**config.mk**
```make
export PLATFORM = sky130hd
export DESIGN_NAME = nat64_ipv6_to_ipv4_header_translate_unit
export DESIGN_NICKNAME = d
export VERILOG_FILES = /design/src/n64tr_pkg.sv /design/src/n64tr_classify.sv /design/src/n64tr_csum_sum.sv /design/src/n64tr_csum_fold.sv /design/src/nat64_ipv6_to_ipv4_header_translate_unit.sv
export VERILOG_INCLUDE_DIRS = /design/src /design/src/src
export SDC_FILE = /design/constraint.sdc
export NUM_CORES = 1
export LEC_CHECK = 0
export ABC_AREA = 1
export BUFFER_PORTS_ARGS = -buffer_cell sky130_fd_sc_hd__buf_2
export CAP_MARGIN = 20
export CORE_MARGIN = 2
export CORE_UTILIZATION = 40
export DETAILED_ROUTE_END_ITERATION = 6
export HOLD_SLACK_MARGIN = 0.15
export PLACE_DENSITY = 0.62
export SYNTH_ARGS = -nofsm -noshare
export SYNTH_HDL_FRONTEND = slang
export SYNTH_SLANG_ARGS = --single-unit
```
**constraint.sdc**
```tcl
create_clock -name i_clk -period 42.7 [get_ports i_clk]
set_clock_uncertainty 0.1 [all_clocks]
set_input_delay 12.81 -clock i_clk [delete_from_list [all_inputs] [get_ports i_clk]]
set_output_delay 12.81 -clock i_clk [all_outputs]
set_load 0.005 [all_outputs]
```
**src/nat64_ipv6_to_ipv4_header_translate_unit_assert.svh**
```systemverilog
// ----------------------------------------------------------------------------
// NAT64 translate unit assertion macros
// Shared property forms, clocked on i_clk with reset i_rst_n.
// ----------------------------------------------------------------------------
`ifndef NAT64_IPV6_TO_IPV4_HEADER_TRANSLATE_UNIT_ASSERT_SVH
`define NAT64_IPV6_TO_IPV4_HEADER_TRANSLATE_UNIT_ASSERT_SVH

// Consequent checked in the same cycle as the antecedent.
`define N64TR_ASSERT_SAME(lbl, ante, cons, msg) \
    lbl: assert property (@(posedge i_clk) disable iff (!i_rst_n) (ante) |-> (cons)) \
        else $error(msg);

// Consequent checked in the cycle after the antecedent.
`define N64TR_ASSERT_NEXT(lbl, ante, cons, msg) \
    lbl: assert property (@(posedge i_clk) disable iff (!i_rst_n) (ante) |=> (cons)) \
        else $error(msg);

`endif

```
**src/n64tr_pkg.sv**
```systemverilog
// ----------------------------------------------------------------------------
// n64tr_pkg
// Types, protocol codes and helper functions for the NAT64 translate unit.
// ----------------------------------------------------------------------------
package n64tr_pkg;

    // Configuration register indexes
    localparam logic [1:0] CFG_ROUTER_ADDR = 2'd0;
    localparam logic [1:0] CFG_ADDR_VALID  = 2'd1;
    localparam logic [1:0] CFG_PREFIX      = 2'd2;

    localparam logic [31:0] PREFIX_RESET = 32'h0064_FF9B;

    // IP protocol numbers
    localparam logic [7:0] PROTO_ICMPV6 = 8'd58;
    localparam logic [7:0] PROTO_ICMP   = 8'd1;

    // Fixed IPv4 header words
    localparam logic [15:0] IPV4_VER_TOS   = 16'h4500;
    localparam logic [15:0] IPV4_FLAGS_DF  = 16'h4000;
    localparam logic [15:0] IPV4_HDR_BYTES = 16'd20;

    // ICMPv6 types
    localparam logic [7:0] ICMP6_DEST_UNREACH  = 8'd1;
    localparam logic [7:0] ICMP6_PKT_TOO_BIG   = 8'd2;
    localparam logic [7:0] ICMP6_TIME_EXCEEDED = 8'd3;
    localparam logic [7:0] ICMP6_PARAM_PROB    = 8'd4;
    localparam logic [7:0] ICMP6_ECHO_REQ      = 8'd128;
    localparam logic [7:0] ICMP6_ECHO_REP      = 8'd129;

    // ICMPv6 destination unreachable codes
    localparam logic [7:0] UNREACH6_NO_ROUTE     = 8'd0;
    localparam logic [7:0] UNREACH6_ADMIN        = 8'd1;
    localparam logic [7:0] UNREACH6_BEYOND_SCOPE = 8'd2;
    localparam logic [7:0] UNREACH6_ADDR         = 8'd3;
    localparam logic [7:0] UNREACH6_PORT         = 8'd4;

    // ICMPv6 parameter problem codes
    localparam logic [7:0] PARAM6_HDR_FIELD = 8'd0;
    localparam logic [7:0] PARAM6_NEXT_HDR  = 8'd1;

    // ICMPv4 types
    localparam logic [7:0] ICMP4_ECHO_REP      = 8'd0;
    localparam logic [7:0] ICMP4_DEST_UNREACH  = 8'd3;
    localparam logic [7:0] ICMP4_ECHO_REQ      = 8'd8;
    localparam logic [7:0] ICMP4_TIME_EXCEEDED = 8'd11;
    localparam logic [7:0] ICMP4_PARAM_PROB    = 8'd12;

    // ICMPv4 destination unreachable codes
    localparam logic [7:0] UNREACH4_HOST        = 8'd1;
    localparam logic [7:0] UNREACH4_PROTO       = 8'd2;
    localparam logic [7:0] UNREACH4_PORT        = 8'd3;
    localparam logic [7:0] UNREACH4_FRAG_NEEDED = 8'd4;
    localparam logic [7:0] UNREACH4_HOST_ADMIN  = 8'd10;

    typedef enum logic [1:0] {
        ACT_PASS  = 2'd0,
        ACT_XLATE = 2'd1,
        ACT_DROP  = 2'd2
    } t_action;

    // One parsed IPv6 header
    typedef struct packed {
        logic        frame_is_ipv6;
        logic [31:0] dest_top_word;
        logic [31:0] dest_low_word;
        logic [7:0]  next_header;
        logic [7:0]  hops_left;
        logic [15:0] payload_length;
        logic        icmp_present;
        logic [7:0]  icmp6_kind;
        logic [7:0]  icmp6_subcode;
        logic [31:0] icmp6_rest;
    } t_in;

    // Translated header fields, zero unless action is translate
    typedef struct packed {
        t_action     action;
        logic        is_icmp;
        logic [31:0] src;
        logic [31:0] dst;
        logic [7:0]  proto;
        logic [7:0]  ttl;
        logic [15:0] tlen;
        logic [7:0]  t4;
        logic [7:0]  c4;
        logic [31:0] r4;
    } t_hdr;

    // Header plus unfolded checksum sums
    typedef struct packed {
        t_hdr        hdr;
        logic [19:0] hsum;
        logic [17:0] isum;
    } t_sum;

    // Final result
    typedef struct packed {
        t_hdr        hdr;
        logic [15:0] ipv4_csum;
        logic [15:0] icmp_csum;
    } t_result;

    typedef struct packed {
        logic        ok;
        logic [7:0]  t4;
        logic [7:0]  c4;
        logic [31:0] r4;
    } t_icmp_map;

    // ICMPv6 -> ICMPv4 type, code and rest-word mapping; ok low means drop
    function automatic t_icmp_map map_icmp(input logic [7:0] t6, input logic [7:0] c6,
                                           input logic [31:0] r6);
        t_icmp_map   m;
        logic [31:0] mtu;
        logic [7:0]  ptr;
        m   = '0;
        m.ok = 1'b1;
        mtu = r6 - 32'd20;
        ptr = '0;
        case (t6)
            ICMP6_ECHO_REQ: begin
                m.t4 = ICMP4_ECHO_REQ;
                m.r4 = r6;
            end
            ICMP6_ECHO_REP: begin
                m.t4 = ICMP4_ECHO_REP;
                m.r4 = r6;
            end
            ICMP6_DEST_UNREACH: begin
                m.t4 = ICMP4_DEST_UNREACH;
                case (c6)
                    UNREACH6_NO_ROUTE, UNREACH6_BEYOND_SCOPE, UNREACH6_ADDR:
                        m.c4 = UNREACH4_HOST;
                    UNREACH6_ADMIN: m.c4 = UNREACH4_HOST_ADMIN;
                    UNREACH6_PORT:  m.c4 = UNREACH4_PORT;
                    default:        m.ok = 1'b0;
                endcase
            end
            ICMP6_PKT_TOO_BIG: begin
                m.t4 = ICMP4_DEST_UNREACH;
                m.c4 = UNREACH4_FRAG_NEEDED;
                if (mtu[31:16] != 16'd0) begin
                    m.ok = 1'b0;
                end else begin
                    m.r4 = mtu;
                end
            end
            ICMP6_TIME_EXCEEDED: begin
                m.t4 = ICMP4_TIME_EXCEEDED;
                m.c4 = c6;
            end
            ICMP6_PARAM_PROB: begin
                if (c6 == PARAM6_NEXT_HDR) begin
                    m.t4 = ICMP4_DEST_UNREACH;
                    m.c4 = UNREACH4_PROTO;
                end else if (c6 != PARAM6_HDR_FIELD) begin
                    m.ok = 1'b0;
                end else begin
                    m.t4 = ICMP4_PARAM_PROB;
                    // IPv6 header offset -> IPv4 header offset
                    if (r6 <= 32'd1) begin
                        ptr = r6[7:0];
                    end else if (r6 == 32'd4 || r6 == 32'd5) begin
                        ptr = 8'd2;
                    end else if (r6 == 32'd6) begin
                        ptr = 8'd9;
                    end else if (r6 == 32'd7) begin
                        ptr = 8'd8;
                    end else if (r6 >= 32'd8 && r6 <= 32'd23) begin
                        ptr = 8'd12;
                    end else if (r6 >= 32'd24 && r6 <= 32'd39) begin
                        ptr = 8'd16;
                    end else begin
                        m.ok = 1'b0;
                    end
                    m.r4 = {ptr, 24'd0};
                end
            end
            default: m.ok = 1'b0;
        endcase
        return m;
    endfunction

    // Ones-complement fold of a 20-bit sum, inverted
    function automatic logic [15:0] fold16(input logic [19:0] s);
        logic [16:0] a;
        logic [16:0] b;
        a = {1'b0, s[15:0]} + {13'd0, s[19:16]};
        b = {1'b0, a[15:0]} + {16'd0, a[16]};
        return ~b[15:0];
    endfunction

endpackage

```
**src/n64tr_classify.sv**
```systemverilog
// ----------------------------------------------------------------------------
// n64tr_classify
// Stage 1: prefix match, pass/drop decision, ICMP mapping, total length.
// ----------------------------------------------------------------------------
module n64tr_classify (
    input  logic               i_clk,
    input  logic               i_rst_n,
    input  logic               i_load,
    input  logic               i_valid,
    input  n64tr_pkg::t_in     i_in,
    input  logic [31:0]        i_router_addr,
    input  logic               i_addr_valid,
    input  logic [31:0]        i_prefix,
    output logic               o_valid,
    output n64tr_pkg::t_hdr    o_hdr
);
    import n64tr_pkg::*;

    logic      r_valid;
    t_hdr      r_hdr;
    t_hdr      n_hdr;
    t_icmp_map w_map;
    logic      w_match;
    logic      w_icmp;

    assign w_map   = map_icmp(i_in.icmp6_kind, i_in.icmp6_subcode, i_in.icmp6_rest);
    assign w_match = i_in.frame_is_ipv6 && (i_in.dest_top_word == i_prefix);
    assign w_icmp  = (i_in.next_header == PROTO_ICMPV6);

    always_comb begin
        n_hdr = '0;
        if (!w_match) begin
            n_hdr.action = ACT_PASS;
        end else if (!i_addr_valid) begin
            n_hdr.action = ACT_DROP;
        end else if (w_icmp && (!i_in.icmp_present || !w_map.ok)) begin
            n_hdr.action = ACT_DROP;
        end else begin
            n_hdr.action  = ACT_XLATE;
            n_hdr.is_icmp = w_icmp;
            n_hdr.src     = i_router_addr;
            n_hdr.dst     = i_in.dest_low_word;
            n_hdr.proto   = w_icmp ? PROTO_ICMP : i_in.next_header;
            n_hdr.ttl     = i_in.hops_left;
            n_hdr.tlen    = i_in.payload_length + IPV4_HDR_BYTES;
            if (w_icmp) begin
                n_hdr.t4 = w_map.t4;
                n_hdr.c4 = w_map.c4;
                n_hdr.r4 = w_map.r4;
            end
        end
    end

    always_ff @(posedge i_clk) begin
        if (!i_rst_n) begin
            r_valid <= 1'b0;
        end else if (i_load) begin
            r_valid <= i_valid;
        end
    end

    always_ff @(posedge i_clk) begin
        if (i_load) begin
            r_hdr <= n_hdr;
        end
    end

    assign o_valid = r_valid;
    assign o_hdr   = r_hdr;

endmodule

```
**src/n64tr_csum_sum.sv**
```systemverilog
// ----------------------------------------------------------------------------
// n64tr_csum_sum
// Stage 2: wide adds of the IPv4 and ICMPv4 header words.
// ----------------------------------------------------------------------------
module n64tr_csum_sum (
    input  logic               i_clk,
    input  logic               i_rst_n,
    input  logic               i_load,
    input  logic               i_valid,
    input  n64tr_pkg::t_hdr    i_hdr,
    output logic               o_valid,
    output n64tr_pkg::t_sum    o_sum
);
    import n64tr_pkg::*;

    logic        r_valid;
    t_sum        r_sum;
    logic [19:0] w_hsum;
    logic [17:0] w_isum;

    assign w_hsum = {4'd0, IPV4_VER_TOS} + {4'd0, i_hdr.tlen} + {4'd0, IPV4_FLAGS_DF}
                  + {4'd0, i_hdr.ttl, 8'd0} + {12'd0, i_hdr.proto}
                  + {4'd0, i_hdr.src[31:16]} + {4'd0, i_hdr.src[15:0]}
                  + {4'd0, i_hdr.dst[31:16]} + {4'd0, i_hdr.dst[15:0]};

    assign w_isum = {2'd0, i_hdr.t4, i_hdr.c4}
                  + {2'd0, i_hdr.r4[31:16]} + {2'd0, i_hdr.r4[15:0]};

    always_ff @(posedge i_clk) begin
        if (!i_rst_n) begin
            r_valid <= 1'b0;
        end else if (i_load) begin
            r_valid <= i_valid;
        end
    end

    always_ff @(posedge i_clk) begin
        if (i_load) begin
            r_sum.hdr  <= i_hdr;
            r_sum.hsum <= w_hsum;
            r_sum.isum <= w_isum;
        end
    end

    assign o_valid = r_valid;
    assign o_sum   = r_sum;

endmodule

```
**src/n64tr_csum_fold.sv**
```systemverilog
// ----------------------------------------------------------------------------
// n64tr_csum_fold
// Stage 3: carry fold and inversion of both checksums; output register.
// ----------------------------------------------------------------------------
module n64tr_csum_fold (
    input  logic                i_clk,
    input  logic                i_rst_n,
    input  logic                i_load,
    input  logic                i_valid,
    input  n64tr_pkg::t_sum     i_sum,
    output logic                o_valid,
    output n64tr_pkg::t_result  o_result
);
    import n64tr_pkg::*;

    logic    r_valid;
    t_result r_result;
    logic    w_xlate;

    assign w_xlate = (i_sum.hdr.action == ACT_XLATE);

    always_ff @(posedge i_clk) begin
        if (!i_rst_n) begin
            r_valid <= 1'b0;
        end else if (i_load) begin
            r_valid <= i_valid;
        end
    end

    always_ff @(posedge i_clk) begin
        if (i_load) begin
            r_result.hdr       <= i_sum.hdr;
            r_result.ipv4_csum <= w_xlate ? fold16(i_sum.hsum) : 16'd0;
            r_result.icmp_csum <= (w_xlate && i_sum.hdr.is_icmp)
                                  ? fold16({2'd0, i_sum.isum}) : 16'd0;
        end
    end

    assign o_valid  = r_valid;
    assign o_result = r_result;

endmodule

```
**src/nat64_ipv6_to_ipv4_header_translate_unit.sv**
```systemverilog
// ----------------------------------------------------------------------------
// nat64_ipv6_to_ipv4_header_translate_unit
// Stateless IPv6 -> IPv4 header translator for a NAT64 edge.
// ----------------------------------------------------------------------------
// Usage:
//   Input channel (i_valid / o_stall) carries the parsed fields of one IPv6
//   packet; a transfer happens when i_valid is high and o_stall is low.
//   Output channel (o_valid / i_stall) carries one result per input: pass,
//   drop, or a translated IPv4 header with ICMPv4 fields and checksums.
//   Three register stages (classify, checksum sum, checksum fold). Throughput
//   is one transfer per cycle while i_stall does not hold the output. A stalled
//   result holds in the output register; each stage keeps loading while the
//   stage after it is empty, so bubbles close up before o_stall rises.
//   o_stall rises only when all three stages hold items. The user must write
//   the configuration port (i_cfg_we / i_cfg_index / i_cfg_wdata) only while
//   the pipeline is empty; the block does not enforce this. Reset clears all
//   valid bits, sets the router address to 0 (unset) and the prefix to 64:ff9b.
// ----------------------------------------------------------------------------
`include "nat64_ipv6_to_ipv4_header_translate_unit_assert.svh"

module nat64_ipv6_to_ipv4_header_translate_unit (
    input  logic        i_clk,
    input  logic        i_rst_n,
    // configuration write port
    input  logic        i_cfg_we,
    input  logic [1:0]  i_cfg_index,
    input  logic [31:0] i_cfg_wdata,
    // input channel
    input  logic        i_valid,
    output logic        o_stall,
    input  logic        i_frame_is_ipv6,
    input  logic [31:0] i_dest_top_word,
    input  logic [31:0] i_dest_low_word,
    input  logic [7:0]  i_next_header,
    input  logic [7:0]  i_hops_left,
    input  logic [15:0] i_payload_length,
    input  logic        i_icmp_present,
    input  logic [7:0]  i_icmp6_kind,
    input  logic [7:0]  i_icmp6_subcode,
    input  logic [31:0] i_icmp6_rest,
    // output channel
    output logic        o_valid,
    input  logic        i_stall,
    output logic [1:0]  o_action,
    output logic [31:0] o_ipv4_source,
    output logic [31:0] o_ipv4_dest,
    output logic [7:0]  o_ipv4_protocol,
    output logic [7:0]  o_ipv4_ttl,
    output logic [15:0] o_ipv4_total_length,
    output logic [15:0] o_ipv4_checksum,
    output logic [7:0]  o_icmp4_type,
    output logic [7:0]  o_icmp4_code,
    output logic [31:0] o_icmp4_rest,
    output logic [15:0] o_icmp4_checksum
);
    import n64tr_pkg::*;

    // Configuration registers
    logic [31:0] r_router_addr;
    logic        r_addr_valid;
    logic [31:0] r_prefix;

    always_ff @(posedge i_clk) begin
        if (!i_rst_n) begin
            r_router_addr <= '0;
            r_addr_valid  <= 1'b0;
            r_prefix      <= PREFIX_RESET;
        end else if (i_cfg_we) begin
            case (i_cfg_index)
                CFG_ROUTER_ADDR: r_router_addr <= i_cfg_wdata;
                CFG_ADDR_VALID:  r_addr_valid  <= i_cfg_wdata[0];
                CFG_PREFIX:      r_prefix      <= i_cfg_wdata;
                default:         ;  // unmapped index, write ignored
            endcase
        end
    end

    // Input payload bundle
    t_in w_in;

    assign w_in.frame_is_ipv6  = i_frame_is_ipv6;
    assign w_in.dest_top_word  = i_dest_top_word;
    assign w_in.dest_low_word  = i_dest_low_word;
    assign w_in.next_header    = i_next_header;
    assign w_in.hops_left      = i_hops_left;
    assign w_in.payload_length = i_payload_length;
    assign w_in.icmp_present   = i_icmp_present;
    assign w_in.icmp6_kind     = i_icmp6_kind;
    assign w_in.icmp6_subcode  = i_icmp6_subcode;
    assign w_in.icmp6_rest     = i_icmp6_rest;

    // Stage load enables: a stage loads when it is empty or its contents
    // move on in the same cycle.
    logic    w_v1;
    logic    w_v2;
    logic    w_v3;
    logic    w_ld1;
    logic    w_ld2;
    logic    w_ld3;
    t_hdr    w_hdr1;
    t_sum    w_sum2;
    t_result w_res3;

    assign w_ld3   = !w_v3 || !i_stall;
    assign w_ld2   = !w_v2 || w_ld3;
    assign w_ld1   = !w_v1 || w_ld2;
    assign o_stall = !w_ld1;

    n64tr_classify u_classify (
        .i_clk         (i_clk),
        .i_rst_n       (i_rst_n),
        .i_load        (w_ld1),
        .i_valid       (i_valid),
        .i_in          (w_in),
        .i_router_addr (r_router_addr),
        .i_addr_valid  (r_addr_valid),
        .i_prefix      (r_prefix),
        .o_valid       (w_v1),
        .o_hdr         (w_hdr1)
    );

    n64tr_csum_sum u_csum_sum (
        .i_clk   (i_clk),
        .i_rst_n (i_rst_n),
        .i_load  (w_ld2),
        .i_valid (w_v1),
        .i_hdr   (w_hdr1),
        .o_valid (w_v2),
        .o_sum   (w_sum2)
    );

    n64tr_csum_fold u_csum_fold (
        .i_clk    (i_clk),
        .i_rst_n  (i_rst_n),
        .i_load   (w_ld3),
        .i_valid  (w_v2),
        .i_sum    (w_sum2),
        .o_valid  (w_v3),
        .o_result (w_res3)
    );

    // Result ports
    assign o_valid             = w_v3;
    assign o_action            = w_res3.hdr.action;
    assign o_ipv4_source       = w_res3.hdr.src;
    assign o_ipv4_dest         = w_res3.hdr.dst;
    assign o_ipv4_protocol     = w_res3.hdr.proto;
    assign o_ipv4_ttl          = w_res3.hdr.ttl;
    assign o_ipv4_total_length = w_res3.hdr.tlen;
    assign o_ipv4_checksum     = w_res3.ipv4_csum;
    assign o_icmp4_type        = w_res3.hdr.t4;
    assign o_icmp4_code        = w_res3.hdr.c4;
    assign o_icmp4_rest        = w_res3.hdr.r4;
    assign o_icmp4_checksum    = w_res3.icmp_csum;

    // Assertions
    `N64TR_ASSERT_NEXT(a_in_xfer_lands, i_valid && !o_stall, w_v1,
        "accepted transfer did not reach stage 1")
    `N64TR_ASSERT_SAME(a_stall_only_full, o_stall, w_v1 && w_v2 && w_v3,
        "input stalled with a free pipeline stage")
    `N64TR_ASSERT_SAME(a_nonxlate_zero,
        o_valid && (o_action != ACT_XLATE),
        (o_ipv4_checksum == 16'd0) && (o_icmp4_checksum == 16'd0)
            && (o_ipv4_source == 32'd0) && (o_icmp4_rest == 32'd0),
        "pass or drop result carries nonzero fields")
    `N64TR_ASSERT_SAME(a_icmp_csum_only_icmp,
        o_valid && (o_action == ACT_XLATE) && (o_ipv4_protocol != PROTO_ICMP),
        o_icmp4_checksum == 16'd0,
        "ICMP checksum set on a non-ICMP translation")

endmodule

```
# Word level (Yosys, flattened, before mapping)
# Cells that the tools add are included.
[totals] reg_bits=578 wordCells=149 output_inout_bits=180
[op_classes] n_mux=30 bitwise=5 order_cmp=5 n_eq_ne=19 addsub=16 reduce_logical=33
[op_table] cell="equality test 32 x 3 -> 1 bit, second input constant" n=4
[op_table] cell="adder 20 x 16 -> 20 bit" n=5
[op_table] cell="2-to-1 mux 32 bit" n=3
[op_table] cell="case mux 32 bit (3 select lines)" n=1
[op_table] cell="case mux 8 bit (4 select lines)" n=2
[op_table] cell="2-to-1 mux 8 bit" n=5
[op_table] cell="adder 16 x 1 -> 16 bit" n=2
[op_table] cell="equality test 32 bit" n=1
[op_table] cell="equality test 8 x 2 -> 1 bit, second input constant" n=4
[op_table] cell="greater-or-equal comparator 32 x 4 -> 1 bit, second input constant" n=1
[op_table] cell="greater-or-equal comparator 32 x 5 -> 1 bit, second input constant" n=1
[op_table] cell="less-or-equal comparator 32 x 1 -> 1 bit, second input constant" n=1
[op_table] cell="less-or-equal comparator 32 x 5 -> 1 bit, second input constant" n=1
[op_table] cell="less-or-equal comparator 32 x 6 -> 1 bit, second input constant" n=1
[op_table] cell="inverter 16 bit" n=2
[op_table] cell="subtractor 32 x 5 -> 32 bit, second input constant" n=1
[op_table] cell="adder 20 x 15 -> 20 bit, second input constant" n=1
[op_table] cell="adder 20 x 8 -> 20 bit" n=1
[op_table] cell="adder 18 x 16 -> 18 bit" n=1
[op_table] cell="adder 15 x 16 -> 17 bit, first input constant" n=1
[op_table] cell="adder 16 x 16 -> 17 bit" n=1
[op_table] cell="adder 16 x 2 -> 17 bit" n=1
[op_table] cell="adder 16 x 4 -> 17 bit" n=1
[op_table] cell="adder 16 x 5 -> 16 bit, second input constant" n=1
[op_table] cell="25 further kinds" n=65

# Longest topological paths before layout
# Gate-level depths: netlist of the first run.
[depth] depth_word=16 ltp_mapped=25

# Modules after synthesis
# Synthesis of the first run repeated with hierarchy kept, for this count alone.
[hier_totals] cells_unflattened=2671 area_unflattened_um2=27622.7
[modules_own_cells] module="n64tr_csum_sum" area_each_um2=9835.7 seq_area_each_um2=5575.3 n_inst=1 cells_per_inst=796
[modules_own_cells] module="n64tr_classify" area_each_um2=7754.9 seq_area_each_um2=4284.1 n_inst=1 cells_per_inst=901
[modules_own_cells] module="n64tr_csum_fold" area_each_um2=7299.5 seq_area_each_um2=5395.2 n_inst=1 cells_per_inst=577
[modules_own_cells] module="nat64_ipv6_to_ipv4_header_translate_unit" area_each_um2=2732.6 seq_area_each_um2=1301.2 n_inst=1 cells_per_inst=397

# Worst setup path after synthesis of the first run
# No wires, ideal clock.
[synth_path] path_type="input port to output port" from="input port i_stall" to="output port o_stall" required_time_ns=29.790 arrival_time_ns=20.484 path_slack_ns=9.306 cell_stages=4 cell_sequence="nand2_1 -> nor2_1 -> inv_1 -> nor2_1"
[synth_between] elab_chain_cells=5
[synth_rtl] item="start, declared" line="nat64_ipv6_to_ipv4_header_translate_unit.sv:43" text="input logic i_stall,"
[synth_rtl] item="zero test 1 bit" line="nat64_ipv6_to_ipv4_header_translate_unit.sv:104" text="assign w_ld3 = !w_v3 || !i_stall;"
[synth_rtl] item="logical OR 1 bit" line="nat64_ipv6_to_ipv4_header_translate_unit.sv:104"
[synth_rtl] item="logical OR 1 bit" line="nat64_ipv6_to_ipv4_header_translate_unit.sv:105" text="assign w_ld2 = !w_v2 || w_ld3;"
[synth_rtl] item="named net u_csum_sum.i_load" line="n64tr_csum_sum.sv:8" text="input logic i_load,"
[synth_rtl] item="logical OR 1 bit" line="nat64_ipv6_to_ipv4_header_translate_unit.sv:106" text="assign w_ld1 = !w_v1 || w_ld2;"
[synth_rtl] item="zero test 1 bit" line="nat64_ipv6_to_ipv4_header_translate_unit.sv:107" text="assign o_stall = !w_ld1;"
[synth_rtl] item="end, declared" line="nat64_ipv6_to_ipv4_header_translate_unit.sv:30" text="output logic o_stall,"
# The timed path passes the listed nets, and every way through them passes these cells.

# Worst setup path in the final report of the first run
[layout_path] from="input port i_stall" to="output port o_stall"
[layout_between] elab_chain_cells=5
[layout_rtl] item="zero test 1 bit" line="nat64_ipv6_to_ipv4_header_translate_unit.sv:104"
[layout_rtl] item="logical OR 1 bit" line="nat64_ipv6_to_ipv4_header_translate_unit.sv:104"
[layout_rtl] item="named net u_csum_fold.i_load" line="n64tr_csum_fold.sv:8" text="input logic i_load,"
[layout_rtl] item="logical OR 1 bit" line="nat64_ipv6_to_ipv4_header_translate_unit.sv:105"
[layout_rtl] item="named net u_csum_sum.i_load" line="n64tr_csum_sum.sv:8"
[layout_rtl] item="logical OR 1 bit" line="nat64_ipv6_to_ipv4_header_translate_unit.sv:106"
[layout_rtl] item="zero test 1 bit" line="nat64_ipv6_to_ipv4_header_translate_unit.sv:107"
# The timed path passes the listed nets, and every way through them passes these cells.

==> flow_summary.toml, run 1 <==
[run_status]
status = "finished, final reports clean"

[die]
core_sq_mm = 0.0633
dieHeight_um = 258
row_count = 92
die_w_um = 258
io_pins = 365
die_area_sq_mm = 0.0664
initial_core_util_pct = 40.7

[synthesis]
synth-edff-count = 495
postSynthAreaPerCell_sq_um = 11.5
ys_async_sr_fraction_pct = 0
yosysTopAreaCell = "edfxtp_1"
synth_area_sq_mm = 0.0257
synth_area_leaders = "edfxtp_1 (58%), dfxtp_1 (5.3%), fa_1 (5.3%), inv_1 (4.6%), nand2_1 (4.3%)"
yosysTopAreaCellShare_pct = 57.7
ys_ff_latch = 563
synth_ff_type = "edfxtp_1"
yosys-top-cells-count = "edfxtp_1 (495), inv_1 (318), nand2_1 (297), nor2_1 (294), a21oi_1 (131)"
synth_seq_area_share_pct = 63.0
ys_types = 53
synth_cells = 2248
yosysMostFrequentCell = "edfxtp_1"
synth_warnings = 0

[sta]
hold_slack_ps = 313
post-route-period-util_pct = 64.8
rsz0062_at_grt = "false"
relSlewSlack_pct = 27.9
worst_slew_pin_slew_ps = 1080
tns_ps = 0
finalHoldViolations = 0
fin_ws_ps = 15050
period_needed_ps = 27650
finalSetupViolations = 0
finalMaxSlewViolations = 0
fmax_mhz = 36.2

[place]
dpl.cell_count = 3422
pre_cts_slack_ps = 14880
finalWeightedCongestion = 0.878
dp_hpwl_um = 50800
placement.io_buffers = 360

[power]
switching_power_w = 0.000244
totalPowerFinal_w = 0.00114
powerDensity_mw_per_mm2 = 37.6
p_leak_nw = 14.2
peakVddDrop_v = 0.0000272
clkPwrFrac_pct = 43.0
combPwrFrac_pct = 4.0
intPower_w = 0.000897
swShare_pct = 21.4
seq_power_share_pct = 53.0

[route]
drcViolationCount = 0
avgRoutedWirePerCell_um = 18.9
drt_iter0_drc = 1465
totalWireLength_um = 66800
vias = 17400
first_pass_iters = 6
antenna_left = 0
vias_per_cell = 4.92

[clock_network]
tritoncts = "done"
clk_path_buf_depth = 3
cts-resized-gates = 0
ctsHoldBuffers = 0
cts_made_buffers = 58
clkLatencyLatePin_ps = 630
cts_setup_buffers = 0
clock-sinks = 563
htree_levels = 2
cts-root-buf = "clkbuf_16"
cts.clk_slew.worst_paths_ps = 60

[critical_path]
setup.worst_path.end_class = "output port"
slowest_delay_ps = 560
cp-start-kind = "input port"
path_cells = "buf_2 -> nand2_4 -> nor2_1 -> inv_8 -> nor2_1 -> buf_2"
slowest_stage = "nand2_4"
cp.arrival_ps = 14740
cp_max_fo = 114
critical_path_class = "in -> out"
cp.required_ps = 29790

[final_layout]
layout.nets = 2965
final_cells = 3532
fillers = 5816
post_route_cells_drive_above_1_share_pct = 17.9
area_growth_syn_to_layout_pct = 17.9

[grt]
antenna_found_initial = 4
grt-ovfl-total = 0
grt_pass1_vias = 17400
grt_pass1_wl_um = 100000
grt_max_degree = 115
grtUsageTotal_pct = 19.8

[job]
maxCapViolCount = 0

[worst_hold_path]
hold_class = "reg -> reg"
flip-flops by register name, summed over array words and instances, names as in the netlist:
signal and flops:
u_classify.o_hdr 142, u_csum_sum.o_valid 1, u_csum_fold.o_result 173, u_csum_fold.o_valid 1
r_router_addr 32, r_prefix 32, u_csum_sum.o_sum 180, r_addr_valid 1
u_classify.o_valid 1
final timing paths:
kind	from	end	slack [ps]	cells past startpoint
max	i_stall	o_stall	15050	6
min reg2reg	u_csum_sum.o_sum[146]	u_csum_fold.o_result[140]	310	0
max reg2reg	u_classify.o_hdr[56]	u_csum_sum.o_sum[37]	37790	14
min	u_csum_sum.o_sum[146]	u_csum_fold.o_result[140]	310	0
metrics by stage:
stage	utilization, %	cell area (sq um)
finish	47.9	30300
global route	47.9	30300
CTS	47.9	30300
detailed placement	45.0	28500
global placement	45.0	28500
floorplan	-	25800
layer usage:
layer | vias up | track usage, % | routed length, um
li1 | 8414 | - | -
met1 | 8306 | 27.8 | 30700
met2 | 570 | 31.6 | 30700
met3 | 98 | 2.93 | 3470
met4 | 0 | 6.62 | 2040
met5 | - | 0 | 0
kinds of logic after synthesis:
group	Yosys count	synth area share (%)
compound gates	303	6.51
other cells	1	0.0146
fa+ha+maj	144	8.98
xor+xnor	87	2.96
buf+inv	364	5.49
flops	563	63.0
simple gates	786	13.0
final cells by class:
type | count | area (sq um) | share of cell area (%)
Timing Repair Buffer | 367 | 1850 | 6.11
Tap cell | 846 | 1060 | 3.49
Clock inverter | 42 | 372 | 1.22
Clock buffer | 64 | 1470 | 4.86
Inverter | 322 | 1220 | 4.02
Antenna cell | 4 | 10.0 | 0.0330
Multi-Input combinational cell | 1324 | 8130 | 26.8
Sequential cell | 563 | 16200 | 53.5
power groups by stage:
stage	clock network (W)	registers, W	logic, W
floorplan	0	0.000616	0.0000199
global placement	0	0.000616	0.0000453
detailed placement	0	0.000617	0.0000458
CTS	0.000504	0.000605	0.0000460
global route	0.000524	0.000606	0.0000503
finish	0.000491	0.000605	0.0000456
layout by cell type, fill, tap and decap left out, drive strengths merged, types with 33 or more instances in the layout:
master  Yosys  routed
edfxtp    495     495
buf        18     367
inv       319     322
nand2     301     301
nor2      298     298
a21oi     131     131
o21ai     107     107
nand3      82      82
ha         76      76
fa         68      68
dfxtp      68      68
clkbuf     24      64
xor2       62      62
clkinv      3      34
nor3       33      33
critical path: cells and delay by family:
| kind | cells | cell delay, ps |
|---|---|---|
| and+or+nand+nor | 3 | 1060 |
| buffers and inverters | 3 | 860 |
No activity file was read; power rests on OpenSTA's default activity.
==> inputs of run 2 (changes only) <==
==> constraint.sdc (replaced) <==
create_clock -name i_clk -period 25.5 [get_ports i_clk]
set_clock_uncertainty 0.1 [all_clocks]
set_input_delay 7.65 -clock i_clk [delete_from_list [all_inputs] [get_ports i_clk]]
set_output_delay 7.65 -clock i_clk [all_outputs]
set_load 0.005 [all_outputs]
==> run 2 against run 1 <==
Compared with the run above: clock power up 80%; global-route usage up 0.13 points; die area did not move; cell count increased by 0.11%; sequential share of layout area shrank 0.26 points; routed wire length up 0.71%; via count shrank 0.61%; combinational power is 67% higher; flip-flop and latch count stayed put; total power is 73% higher; largest cell class unchanged; largest power group unchanged.
==> flow_summary.toml, run 2 (synthesis results as in run 1) <==
[clock_network]
clock-sinks = 563
cts-resized-gates = 0
clkLatencyLatePin_ps = 620
cts_setup_buffers = 0
ctsHoldBuffers = 0
cts_made_buffers = 58
htree_levels = 2
tritoncts = "done"
cts.clk_slew.worst_paths_ps = 60
clk_path_buf_depth = 3
cts-root-buf = "clkbuf_16"

[power]
seq_power_share_pct = 51.4
p_leak_nw = 14.2
switching_power_w = 0.000423
powerDensity_mw_per_mm2 = 64.6
combPwrFrac_pct = 3.9
intPower_w = 0.00155
clkPwrFrac_pct = 44.7
peakVddDrop_v = 0.0000572
swShare_pct = 21.5

[critical_path]
cp.arrival_ps = 9540
critical_path_class = "in -> out"
cp.required_ps = 17750
cp_max_fo = 112
setup.worst_path.end_class = "output port"
cp-start-kind = "input port"

[final_layout]
area_growth_syn_to_layout_pct = 18.4
layout.nets = 2965
post_route_cells_drive_above_1_share_pct = 18.4
layout_commonest_cell = "edfxtp_1"
final_cell_mix = "edfxtp_1 (495), buf_2 (360), inv_1 (316), nand2_1 (296), nor2_1 (294)"
largest_register_ffs = 180
final_cells = 3536
fillers = 5756

[die]
die_w_um = 258
core_sq_mm = 0.0633
die_area_sq_mm = 0.0664
io_pins = 365
row_count = 92
initial_core_util_pct = 40.7
dieHeight_um = 258

[sta]
finalMaxSlewViolations = 0
finalSetupViolations = 0
tns_ps = 0
hold_slack_ps = 298
period_needed_ps = 17290
worst_slew_pin_slew_ps = 1040
post-route-period-util_pct = 67.8
fin_ws_ps = 8210
fmax_mhz = 57.8
rsz0062_at_grt = "false"
finalHoldViolations = 0
relSlewSlack_pct = 30.5

[route]
drt_iter0_drc = 1410
vias_per_cell = 4.89
vias = 17300
antenna_left = 0
first_pass_iters = 5
drcViolationCount = 0
avgRoutedWirePerCell_um = 19.0
totalWireLength_um = 67300

[grt]
grt-ovfl-total = 0
grtUsageTotal_pct = 19.9
grt_max_degree = 113
grt_pass1_wl_um = 101000
antenna_found_initial = 7
grt_pass1_vias = 17100

[place]
finalWeightedCongestion = 0.871
placement.io_buffers = 360
dpl.cell_count = 3422
dp_hpwl_um = 51100
pre_cts_slack_ps = 8030

[worst_hold_path]
hold_class = "reg -> reg"

[run_status]
status = "finished, final reports clean"

[job]
maxCapViolCount = 0
## run 2: worst paths after layout
path | start | end | slack, ps | cells after the start
hold reg to reg | u_csum_sum.o_sum[172] | u_csum_fold.o_result[166] | 300 | 0
setup / recovery | i_stall | o_stall | 8210 | 6
setup reg to reg | u_classify.o_hdr[56] | u_csum_sum.o_sum[37] | 20660 | 15
hold / removal | u_csum_sum.o_sum[172] | u_csum_fold.o_result[166] | 300 | 0
## run 2: worst max-delay path, cell delays in order
cell and delay [ps]:
buf_2 110, nand2_4 550, nor2_1 240, inv_8 500, nor2_1 260, buf_2 200
## run 2: cell type report
type / instances / area (sq um) / area share, %
Sequential cell: 563 / 16200 / 53.2
Multi-Input combinational cell: 1324 / 8130 / 26.7
Timing Repair Buffer: 367 / 1850 / 6.08
Clock buffer: 63 / 1470 / 4.82
Inverter: 322 / 1220 / 4.01
Tap cell: 846 / 1060 / 3.47
Clock inverter: 45 / 518 / 1.70
Antenna cell: 6 / 15.0 / 0.0492
## run 2: power by group through the flow
stage               clock (W)  sequential [W]  combinational (W)
floorplan                   0         0.00103          0.0000333
global placement            0         0.00103          0.0000756
detailed placement          0         0.00103          0.0000763
CTS                  0.000902         0.00101          0.0000766
global route         0.000934         0.00101          0.0000842
finish               0.000882         0.00101          0.0000761
## run 2: stage by stage
step | power, W | utilization [%] | cell area [sq um]
floorplan | 0.00107 | - | 25800
global placement | 0.00111 | 45.0 | 28500
detailed placement | 0.00111 | 45.0 | 28500
CTS | 0.00199 | 48.1 | 30500
global route | 0.00203 | 48.2 | 30500
finish | 0.00197 | 48.2 | 30500
## run 2: layer usage
metal | part of all wire (%) | track usage (%) | vias up
li1 | - | - | 8408
met1 | 46 | 28.5 | 8260
met2 | 46 | 31.0 | 492
met3 | 4.9 | 2.92 | 122
met4 | 3.4 | 7.18 | 0
met5 | 0 | 0 | -
